**config.mk**
```make
export PLATFORM = sky130hd
export DESIGN_NAME = sid_cross
export DESIGN_NICKNAME = d
export VERILOG_FILES = /design/src/hdl/sid_pkg.sv /design/src/hdl/sid_cross.sv
export SDC_FILE = /design/constraint.sdc
export NUM_CORES = 2
export LEC_CHECK = 0
export ABC_AREA = 1
export BUFFER_PORTS_ARGS = -buffer_cell sky130_fd_sc_hd__clkbuf_2
export CAP_MARGIN = 20
export CORE_AREA = 2 2 372 374
export DETAILED_ROUTE_END_ITERATION = 12
export DIE_AREA = 0 0 374 376
export PLACE_DENSITY_LB_ADDON = 0.05
export SYNTH_ARGS = -nofsm -noshare
export SYNTH_HDL_FRONTEND = slang
export SYNTH_SLANG_ARGS = --single-unit
```
**constraint.sdc**
```tcl
create_clock -name clk_i -period 19.07 [get_ports clk_i]
set_input_delay 1.907 -clock clk_i [delete_from_list [all_inputs] [get_ports clk_i]]
set_output_delay 1.907 -clock clk_i [all_outputs]
set_load 0.01 [all_outputs]
```
**src/hdl/sid_pkg.sv**
```systemverilog
// ----------------------------------------------------------------------------
// sid_pkg: shared types and constants for the segment intersection block
// Coefficient and box widths, the divider geometry and the sideband record
// that travels along the pipeline next to the arithmetic.
// ----------------------------------------------------------------------------
package sid_pkg;

  localparam int CoefW  = 16;
  localparam int FracB  = 8;
  localparam int ProdW  = 2 * CoefW;
  localparam int SumW   = ProdW + 1;
  localparam int MagW   = SumW;
  localparam int NumW   = MagW + FracB;
  localparam int QBits  = CoefW + 1;
  localparam int QW     = QBits + 1;
  localparam int RemW   = (NumW > MagW + QBits) ? NumW : MagW + QBits;
  localparam int BoxW   = 4 * CoefW;

  // Box lanes, packed from the low bits.
  localparam int LaneXMin = 0;
  localparam int LaneXMax = 1;
  localparam int LaneYMin = 2;
  localparam int LaneYMax = 3;

  typedef logic signed [CoefW-1:0] coef_t;
  typedef logic [BoxW-1:0]         box_t;

  typedef struct packed {
    box_t p;
    box_t q;
    logic det_zero;
    logic nx_zero;
  } side_t;

  function automatic coef_t box_lane(input box_t b, input int j);
    return coef_t'(b[j*CoefW +: CoefW]);
  endfunction

endpackage

```
**src/hdl/sid_cross.sv**
```systemverilog
// ----------------------------------------------------------------------------
// sid_cross: cross products and Cramer determinants
// Stage one forms the six coefficient products, stage two the determinant,
// both numerators and the zero flags used for the degenerate cases.
// ----------------------------------------------------------------------------
module sid_cross import sid_pkg::*; (
  input  logic                   clk_i,
  input  logic                   rst_ni,
  input  logic                   valid_i,
  output logic                   ready_o,
  input  coef_t                  a1_i,
  input  coef_t                  b1_i,
  input  coef_t                  c1_i,
  input  coef_t                  a2_i,
  input  coef_t                  b2_i,
  input  coef_t                  c2_i,
  input  box_t                   p_i,
  input  box_t                   q_i,
  output logic                   valid_o,
  input  logic                   ready_i,
  output logic signed [SumW-1:0] det_o,
  output logic signed [SumW-1:0] nx_o,
  output logic signed [SumW-1:0] ny_o,
  output side_t                  side_o
);

  logic signed [ProdW-1:0] prod_q [6];
  logic signed [ProdW-1:0] prod_d [6];
  box_t  p_q, q_q;
  logic  v1_q, v2_q;
  logic  rdy1, rdy2;
  logic signed [SumW-1:0] det_q, nx_q, ny_q;
  side_t side_q, side_d;

  assign rdy2    = !v2_q || ready_i;
  assign rdy1    = !v1_q || rdy2;
  assign ready_o = rdy1;

  always_comb begin
    prod_d[0] = a1_i * b2_i;
    prod_d[1] = a2_i * b1_i;
    prod_d[2] = b1_i * c2_i;
    prod_d[3] = b2_i * c1_i;
    prod_d[4] = a2_i * c1_i;
    prod_d[5] = a1_i * c2_i;
  end

  always_comb begin
    side_d.p        = p_q;
    side_d.q        = q_q;
    side_d.det_zero = (prod_q[0] == prod_q[1]);
    side_d.nx_zero  = (prod_q[2] == prod_q[3]);
  end

  always_ff @(posedge clk_i or negedge rst_ni) begin
    if (!rst_ni) begin
      v1_q <= 1'b0;
      v2_q <= 1'b0;
    end else begin
      if (rdy1) v1_q <= valid_i;
      if (rdy2) v2_q <= v1_q;
    end
  end

  always_ff @(posedge clk_i) begin
    if (rdy1) begin
      prod_q <= prod_d;
      p_q    <= p_i;
      q_q    <= q_i;
    end
    if (rdy2) begin
      det_q  <= SumW'(prod_q[0]) - SumW'(prod_q[1]);
      nx_q   <= SumW'(prod_q[2]) - SumW'(prod_q[3]);
      ny_q   <= SumW'(prod_q[4]) - SumW'(prod_q[5]);
      side_q <= side_d;
    end
  end

  assign valid_o = v2_q;
  assign det_o   = det_q;
  assign nx_o    = nx_q;
  assign ny_o    = ny_q;
  assign side_o  = side_q;

endmodule

```
==> reports/results.tsv <==
stage	metric	value	unit
synth	synthesized area	0.08842	sq mm
routing	number of detailed-routing iterations run before antenna repair	6	
global_routing	met1 usage in global routing	45.16	%
synth	post-synthesis cell count	10840	
synth	Ys Warns	0	
global_routing	antenna violations before repair	14	
routing	routed wirelength normalized by instance count	18.07	microns
clocking	buffer count from post-CTS setup fixing	0	
clocking	CTS Root Cell	clkbuf_16	
clocking	number of H-tree branching levels	2	
floorplanning	area of the die	0.1406	sq mm
synth	fraction of synthesized cell area taken by the top area cell type	35.66	%
synth	library cell occupying the most area in the post-synthesis netlist	fa_1	
sta	Tcrit/Tclk final	39.52	%
setup_path	slowest cell on the critical path	fa_1	
sta	Max Transition Viols Final	0	
setup_path	start point of the critical path	c1_i[1]	
setup_path	Worst Path Max Fanout	32	
synth	FF+latch count, synth	551	
final_layout	area of the multi-input gates	0.05868	sq mm
setup_path	data arrival time at the worst-slack endpoint	8.02	ns
routing	1st-iter DRT viols	5728	
sta	unrepaired setup endpoints after global routing	no	
synth	number of nets in the synthesized netlist	13230	
clocking	cts bufs inserted	61	
sta	Max Clock Skew	0.03994	ns
setup_path	last element of the critical path	prod_q[88]	
global_routing	met2 Usage GRT	57.93	%
global_routing	global-route congestion overflow total	0	
final_layout	fraction of final layout cells sized beyond drive strength 1	6.132	%
synth	Async S/R FF share, synth	0.3630	%
floorplanning	chip width	374	microns
global_routing	first-pass GRT wire length	379400	microns
flow_run	maxcap violations	0	
setup_path	Worst Path Class, Setup	in2reg	
synth	Seq/Total Area, Yosys	18.70	%
routing	total wire length	234400	microns
global_routing	global-route usage over all layers	34.21	%
clocking	TritonCTS clock tree	built	
setup_path	Worst R2R Start	valid_o	
setup_path	worst-path cell chain	clkbuf_2 -> nand2_1 -> inv_1 -> fa_1 -> fa_1 -> fa_1 -> fa_1 -> fa_1 -> inv_1 -> fa_1 -> inv_1 -> ha_1 -> nand2_1 -> nor2_1 -> inv_1 -> nor2_1 -> nand4_1 -> nand4_1 -> nand2_1	
outcome	run status	finished, final reports clean	
final_layout	final std cell area, no fill	0.09436	sq mm
clocking	clk buf depth	3	
setup_path	Slowest Stage Delay on Critical Path	0.91	ns
sta	remaining max-slew budget at the tightest pin	20.68	%
clocking	clock sink count	551	
sta	Tmin final	7.537	ns
floorplanning	core region area	0.1366	sq mm
global_routing	largest net degree at the start of global routing	149	
final_layout	P&R area growth vs syn	6.714	%
final_layout	FF/Latch Area	0.01654	sq mm
floorplanning	Top Ports	459	
sta	Hold Violations, Final	0	
sta	final setup fails	0	
synth	cell types occupying the most area after synthesis	fa_1, edfxtp_1, inv_1	
setup_path	Reg-to-Reg End	prod_q[125]	
final_layout	Final Net Count	13510	
sta	transition time at the pin with the least slew margin	1.190	ns
sta	maximum frequency from static timing analysis	132.7	MHz
setup_path	type of element capturing the critical path	flop	
floorplanning	Die Height	376	microns
synth	synth unique cells	31	
synth	leading post-synthesis cells by instance count	inv_1, nand2_1, fa_1	
setup_path	most used cell along the critical path	fa_1	
clocking	number of buffers added to fix hold violations after cts	0	
sta	setup TNS	0	ns
placed_design	count of input and output buffers	458	
setup_path	FF-to-FF setup slack	14.82	ns
final_layout	number of fill cells	11200	
routing	Post-route DRC	0	
global_routing	vias in the first global route	72540	
placed_design	Detailed Place HPWL	188300	microns
placed_design	global placement routability congestion	0.9757	
synth	top_reg_cell synth	edfxtp_1	
worst_hold_path	worst min-delay path category	reg2reg	
clocking	clock latency of the later-clocked register in the worst-skew pair	0.69	ns
floorplanning	number of core rows	136	
floorplanning	starting utilization of the core area	64.71	%
routing	via count	69150	
clocking	Resize count post-CTS	0	
routing	number of vias per cell after detailed routing	5.331	
setup_path	logic depth of the worst register-to-register path	5	
placed_design	placed instance area	0.09225	sq mm
synth	syn_area_per_cell	8.156	sq um
setup_path	CP Launch Type	input port	
clocking	post-CTS clock slew at the launch and capture registers of the worst setup and hold paths	0.07	ns
synth	most frequent cell after synthesis	inv_1	
synth	number of enable flip-flop cells after synthesis	549	
setup_path	required time of the worst setup path	19.55	ns
routing	number of nets still failing antenna checks after routing	0	
global_routing	met3 track demand over resource in global routing	5.472	%
global_routing	most used routing layer	met2	
## worst min path at each step
stage / cells after the start / start / slack [ns] / end
finish: 0 / p_q[63] / 0.41 / side_o[129]
global placement: 0 / q_q[37] / 0.40 / side_o[39]
detailed placement: 0 / p_q[37] / 0.40 / side_o[103]
CTS: 0 / q_q[20] / 0.41 / side_o[22]
floorplan: 0 / p_q[34] / 0.40 / side_o[100]
global route: 0 / p_q[25] / 0.42 / side_o[91]
## layout make-up
type / instances / area share [%]
Multi-Input combinational cell: 6768 / 62.19
Sequential cell: 551 / 17.52
Antenna cell: 7 / 0.01856
Inverter: 3234 / 12.86
Tap cell: 1794 / 2.379
Timing Repair Buffer: 504 / 2.808
Clock inverter: 41 / 0.5423
Clock buffer: 73 / 1.676
## kinds of logic (layout without fill, tap and decap cells)
logic type	count (synthesis)	in the layout	synth area share, %
compound gates	338	338	2.107
xor+xnor	162	162	1.605
simple gates	4105	4105	18.65
fa+ha+maj	2163	2163	43.98
buf+inv	3523	3852	14.96
flops	551	551	18.70
other cells	0	7	0
## layout by cell type, fill, tap and decap left out, types with 14 or more instances in the layout
master     Yosys  layout
xnor2_1       16      16
and2_1        14      14
o21ai_0       60      60
o21bai_1      59      59
nor2_2        23      23
nand2_1     3114    3113
xor2_1       146     146
inv_1       3231    3231
nand2_2       23      23
edfxtp_1     549     549
buf_4          1      45
clkbuf_2       0     458
a21oi_1      207     207
clkbuf_16      0      61
nor3_1        54      54
nand4_1       94      94
ha_1         588     588
or2_2         14      14
nand3_1      310     309
nand3b_1      15      15
fa_1        1575    1575
nor2_1       413     413
## sequential cells by signal, summed over array words and instances (netlist names), 33 cells and up
register  cells
det_o        33
prod_q      192
p_q          64
side_o      130
ny_o         33
nx_o         33
q_q          64
## metal layers
metal	wire length [microns]	up-vias
met1	92630	33920
met4	8583	14
met3	19660	548
met5	89	-
met2	113400	2806
li1	-	31860
## stage by stage
stage | util [%] | hold slack [ns] | setup WS [ns] | std cells
2_1_floorplan | - | 0.4003 | 6.713 | 10840
3_3_place_gp | 67.51 | 0.4001 | 11.01 | 12850
3_5_place_dp | 67.51 | 0.4045 | 10.93 | 12850
4_1_cts | 69.05 | 0.4139 | 11.63 | 12970
5_1_grt | 69.05 | 0.4224 | 11.22 | 12970
6_report | 69.06 | 0.4113 | 11.53 | 12970
## worst max-delay path, delay by kind of cell
family | cells | cell delay, ns
simple gates | 7 | 1.07
buf+inv | 5 | 1.12
fa+ha+maj | 7 | 3.88
Power is not shown: default switching activity piles up to over one toggle a cycle in this logic, so the estimate is an artifact.
