<file path="src/hdl/sid_pkg.sv">
// ----------------------------------------------------------------------------
// sid_pkg: shared types and constants for the segment intersection block
// Coefficient and box widths, the divider geometry and the sideband record
// that travels along the pipeline next to the arithmetic.
// ----------------------------------------------------------------------------
package sid_pkg;

  localparam int CoefW  = 16;
  localparam int FracB  = 8;
  localparam int ProdW  = 2 * CoefW;
  localparam int SumW   = ProdW + 1;
  localparam int MagW   = SumW;
  localparam int NumW   = MagW + FracB;
  localparam int QBits  = CoefW + 1;
  localparam int QW     = QBits + 1;
  localparam int RemW   = (NumW > MagW + QBits) ? NumW : MagW + QBits;
  localparam int BoxW   = 4 * CoefW;

  // Box lanes, packed from the low bits.
  localparam int LaneXMin = 0;
  localparam int LaneXMax = 1;
  localparam int LaneYMin = 2;
  localparam int LaneYMax = 3;

  typedef logic signed [CoefW-1:0] coef_t;
  typedef logic [BoxW-1:0]         box_t;

  typedef struct packed {
    box_t p;
    box_t q;
    logic det_zero;
    logic nx_zero;
  } side_t;

  function automatic coef_t box_lane(input box_t b, input int j);
    return coef_t'(b[j*CoefW +: CoefW]);
  endfunction

endpackage

</file>
<file path="src/hdl/sid_judge.sv">
// ----------------------------------------------------------------------------
// sid_judge: box tests, saturation and the output register
// Applies the quotient signs, tests both boxes or the containment rule for
// coincident lines, and holds the finished result for the receiver.
// ----------------------------------------------------------------------------
module sid_judge import sid_pkg::*; (
  input  logic             clk_i,
  input  logic             rst_ni,
  input  logic             valid_i,
  output logic             ready_o,
  input  logic [QBits-1:0] mag_x_i,
  input  logic [QBits-1:0] mag_y_i,
  input  logic             neg_x_i,
  input  logic             neg_y_i,
  input  side_t            side_i,
  output logic             valid_o,
  input  logic             ready_i,
  output logic             hit_o,
  output logic             point_valid_o,
  output coef_t            point_x_o,
  output coef_t            point_y_o
);

  localparam logic signed [QW-1:0] QMax = QW'(coef_t'({1'b0, {(CoefW-1){1'b1}}}));
  localparam logic signed [QW-1:0] QMin = QW'(coef_t'({1'b1, {(CoefW-1){1'b0}}}));

  logic  v_q, hit_q, pv_q, hit_d, pv_d;
  coef_t px_q, py_q, px_d, py_d;

  function automatic logic signed [QW-1:0] lane_q(input box_t b, input int j);
    return QW'(box_lane(b, j));
  endfunction

  function automatic coef_t sat(input logic signed [QW-1:0] v);
    if (v > QMax) return coef_t'(QMax);
    if (v < QMin) return coef_t'(QMin);
    return coef_t'(v);
  endfunction

  function automatic logic in_box(input box_t b, input logic signed [QW-1:0] x,
                                  input logic signed [QW-1:0] y);
    return x >= lane_q(b, LaneXMin) && x <= lane_q(b, LaneXMax) &&
           y >= lane_q(b, LaneYMin) && y <= lane_q(b, LaneYMax);
  endfunction

  always_comb begin
    logic signed [QW-1:0] x, y;
    logic q_in_p, p_in_q;
    x = neg_x_i ? -$signed({1'b0, mag_x_i}) : $signed({1'b0, mag_x_i});
    y = neg_y_i ? -$signed({1'b0, mag_y_i}) : $signed({1'b0, mag_y_i});
    q_in_p = box_lane(side_i.p, LaneXMin) <= box_lane(side_i.q, LaneXMin) &&
             box_lane(side_i.p, LaneXMax) >= box_lane(side_i.q, LaneXMax) &&
             box_lane(side_i.p, LaneYMin) <= box_lane(side_i.q, LaneYMin) &&
             box_lane(side_i.p, LaneYMax) >= box_lane(side_i.q, LaneYMax);
    p_in_q = box_lane(side_i.p, LaneXMin) >  box_lane(side_i.q, LaneXMin) &&
             box_lane(side_i.p, LaneXMax) <  box_lane(side_i.q, LaneXMax) &&
             box_lane(side_i.p, LaneYMin) >  box_lane(side_i.q, LaneYMin) &&
             box_lane(side_i.p, LaneYMax) <  box_lane(side_i.q, LaneYMax);
    if (side_i.det_zero) begin
      pv_d  = 1'b0;
      px_d  = '0;
      py_d  = '0;
      hit_d = side_i.nx_zero && (q_in_p || p_in_q);
    end else begin
      pv_d  = 1'b1;
      px_d  = sat(x);
      py_d  = sat(y);
      hit_d = in_box(side_i.p, x, y) && in_box(side_i.q, x, y);
    end
  end

  assign ready_o = !v_q || ready_i;

  always_ff @(posedge clk_i or negedge rst_ni) begin
    if (!rst_ni) begin
      v_q <= 1'b0;
    end else if (ready_o) begin
      v_q <= valid_i;
    end
  end

  always_ff @(posedge clk_i) begin
    if (ready_o) begin
      hit_q <= hit_d;
      pv_q  <= pv_d;
      px_q  <= px_d;
      py_q  <= py_d;
    end
  end

  assign valid_o       = v_q;
  assign hit_o         = hit_q;
  assign point_valid_o = pv_q;
  assign point_x_o     = px_q;
  assign point_y_o     = py_q;

endmodule

</file>
<file path="config.mk">
export PLATFORM = sky130hd
export DESIGN_NAME = sid_judge
export DESIGN_NICKNAME = d
export VERILOG_FILES = /design/src/hdl/sid_pkg.sv /design/src/hdl/sid_judge.sv
export SDC_FILE = /design/constraint.sdc
export NUM_CORES = 1
export LEC_CHECK = 0
export BUFFER_PORTS_ARGS = -buffer_cell sky130_fd_sc_hd__buf_2
export CORE_ASPECT_RATIO = 1.1
export CORE_UTILIZATION = 50
export CTS_BUF_LIST = sky130_fd_sc_hd__clkbuf_2 sky130_fd_sc_hd__clkbuf_4 sky130_fd_sc_hd__clkbuf_8
export CTS_CLUSTER_DIAMETER = 150
export DETAILED_ROUTE_END_ITERATION = 6
export PLACE_DENSITY = 0.91
export SYNTH_ARGS = -nofsm -noshare
export SYNTH_HDL_FRONTEND = slang
export SYNTH_SLANG_ARGS = --single-unit
</file>
<file path="constraint.sdc">
create_clock -name clk_i -period 1.41 [get_ports clk_i]
set_input_delay 0.0705 -clock clk_i [delete_from_list [all_inputs] [get_ports clk_i]]
set_output_delay 0.0705 -clock clk_i [all_outputs]
set_load 0.01 [all_outputs]
</file>
==> flow_metrics.tcl <==
set metrics [dict create \
    status "finished, violations left" \
    violations "DRC, setup timing" \
    synth_area_leader_cell "ha_1" \
    ys_seq_elements 35 \
    hold_slack_ns 0.0738 \
    cts_tree "yes" \
    antenna_found_initial 1 \
    slew_headroom_pct 57.0 \
    worstPathMaxFanout 5 \
    ir_drop_mv 0.366 \
    clockBufferDepth 2 \
    drc 11 \
    vias_per_cell 5.91 \
    slew_viol_final 0 \
    use_met2_pct 61.2 \
    routedWlPerCell_um 18.2 \
    min_path_type "in -> async" \
    die_area_um2 14800 \
    n_fill_cell 837 \
    grt_max_degree 37 \
    drv_cap 0 \
    p_leak_uw 0.00608 \
    final_area_um2 10800 \
    fin_util_pct 77.6 \
    start_kind "primary input" \
    seq_area_um2 1050 \
    end_kind "flip-flop" \
    final_nets 1714 \
    cts_buffers 5 \
    grt_pass1_wl_um 41900 \
    via_count 9001 \
    routed_wirelength_um 27700 \
    die_y_um 128 \
    finalCriticalPeriod_ns 3.75 \
    syn_avg_cell_area_um2 8.13 \
    worst_pin_slew_ns 0.644 \
    hold_violations 0 \
    worst_ep_arrival_time_ns 3.86 \
    ant_nets 0 \
    multi_input_area_um2 5720 \
    die_w_um 116 \
    clock-sinks 35 \
    async_flop_share_pct 2.86 \
    grt_overflow 0 \
    busiest_layer "met2" \
    synth_nets 1261 \
    postSynthCellCount 881 \
    drive_above_1_share_pct 39.1 \
    htreeDepth 2 \
    gp_congestion 1.03 \
    core_area_um2 13900 \
    p_per_area_nw_per_um2 565 \
    area_growth_syn_to_layout_pct 50.5 \
    required_ns 1.52 \
    max_freq_mhz 266 \
    pin_count 206 \
    use_met3_pct 8.82 \
    first_pass_iters 7 \
    worstRegToRegCells 2 \
    grtUsageTotal_pct 36.2 \
    ys_warn_count 0 \
    finalCritPeriodShare_pct 266 \
    root_buffer "clkbuf_8" \
    synth_cell_types 59 \
    numPortBuffers 205 \
    clkTransAtPathRegs_ns 0.08 \
    drt_iter0_drc 692 \
    startpoint "mag_x_i[9]" \
    synth_area_um2 7170 \
    critPathKind "in -> reg" \
    fin_skew_ns 0.0117 \
    synth-edff-count 34 \
    ys.flop_type "edfxtp_1" \
    reg2reg_from "valid_o" \
    setup_ws_ns -2.34 \
    first_global_vias 9319 \
    finalSetupViolCount 33 \
    rsz0062_at_grt "true" \
    rows 45 \
    place_hpwl_um 22300 \
    netlist.area_leader.share_pct 36.7 \
    seq_area_frac_synth_pct 14.6 \
    insertion_delay_ns 0.29 \
    placed_cell_area_um2 10200 \
    synth.area.top_cells "ha_1, edfxtp_1, inv_1, a21oi_1, nand4_1" \
    grt_use_met1_pct 38.0 \
    start_util_pct 51.5 \
]
## layer usage
layer / routed length (um) / vias to the layer above / share of wire (%)
met5: 0 / - / 0
met3: 2110 / 232 / 7.6
met4: 2210 / 0 / 8.0
met1: 10200 / 4064 / 37
met2: 13200 / 588 / 48
li1: - / 4117 / -
## sequential cells by signal (all words and copies together) (netlist names)
name,count
valid_o,1
point_valid_o,1
point_y_o,16
point_x_o,16
hit_o,1
## layout by cell type (no fill, tap or decap), types with 6 or more instances in the layout
| cell type | instances |
|---|---|
| nand2_1 | 51 |
| nand3_1 | 19 |
| nand2b_1 | 9 |
| nor2b_1 | 7 |
| buf_6 | 11 |
| ha_1 | 209 |
| a211oi_1 | 10 |
| o31ai_1 | 6 |
| edfxtp_1 | 34 |
| inv_1 | 169 |
| buf_2 | 201 |
| nor3_1 | 9 |
| o22ai_2 | 6 |
| a21oi_1 | 64 |
| o211ai_1 | 8 |
| xor2_1 | 26 |
| o21ai_2 | 13 |
| buf_4 | 234 |
| nand4_1 | 38 |
| nor2_1 | 24 |
| o21ai_0 | 26 |
| a21oi_2 | 7 |
| a21o_1 | 24 |
## synth_stat cells, types with 8 or more instances
master	n
a211oi_1	10
a21o_1	24
a21oi_1	70
edfxtp_1	34
ha_1	210
inv_1	169
nand2_1	52
nand2b_1	11
nand3_1	19
nand4_1	38
nor2_1	28
nor2b_1	8
nor3_1	10
o211ai_1	8
o21ai_0	41
o31ai_1	8
xor2_1	27
## where the power goes
group / leakage [uW] / switching [uW] / internal (uW) / total (uW)
Combinational: 0.00565 / 2040 / 1860 / 3900
Sequential: 0.000369 / 26.5 / 1270 / 1300
Clock: 0.0000581 / 371 / 526 / 897
Total: 0.00608 / 2440 / 3660 / 6100
## final timing paths
check                               endpoint  slack, ns
worst min-delay path                 valid_o       0.07
worst max register to register  point_x_o[4]       0.38
min in group clk_i                     hit_o       0.14
max in group asynchronous            valid_o       1.25
worst min register to register       valid_o       0.76
worst max-delay path                   hit_o      -2.34
## layout make-up
type	count	area share [%]
diodes	1	0.0232
clock buffers	5	0.638
clock inverters	3	0.406
inverters	169	5.88
multi-input cells	669	53.1
flip-flops and latches	35	9.70
well taps	188	2.18
repair buffers	454	28.1
## worst max-delay path, stage by stage
cell      delay, ns
buf_6          0.09
or4_4          0.53
or4_4          0.43
or2_1          0.26
or4_4          0.45
o31a_1         0.36
ha_1           0.33
and3_1         0.21
nand4_1        0.13
nor3_1         0.09
a221oi_1       0.30
o211ai_1       0.18
nand3_1        0.11
o21ai_1        0.08
o41ai_2        0.23
## metrics by stage
step	total power (uW)	setup slack, ns	instances	setup TNS, ns
floorplan	3090	-2.25	881	-31.31
global placement	4600	-2.51	1502	-41.56
detailed placement	4870	-2.76	1502	-43.42
CTS	5850	-2.31	1521	-32.07
global route	6490	-2.54	1523	-36.71
finish	6100	-2.34	1524	-34.32
## kinds of logic (layout without fill, tap and decap cells)
group,Yosys count,in the layout,share of synthesized area [%]
and+or+nand+nor,205,206,15.4
buffers and inverters,178,631,9.53
DFF,35,35,14.6
xor gates and xnor gates,32,32,3.91
muxes,5,5,0.698
AOI/OAI and AO/OA,216,216,19.2
other,0,1,0
adders and majority gates,210,210,36.7
## what timing repair did
item,CTS,global route
hold buffers,2,0
resized for setup,27,37
setup endpoints to repair,33,33
endpoints found under the hold margin,2,0
pin swaps,7,7
buffers inserted,7,3
gates cloned,2,1
No activity file was read; power rests on OpenSTA's default activity.
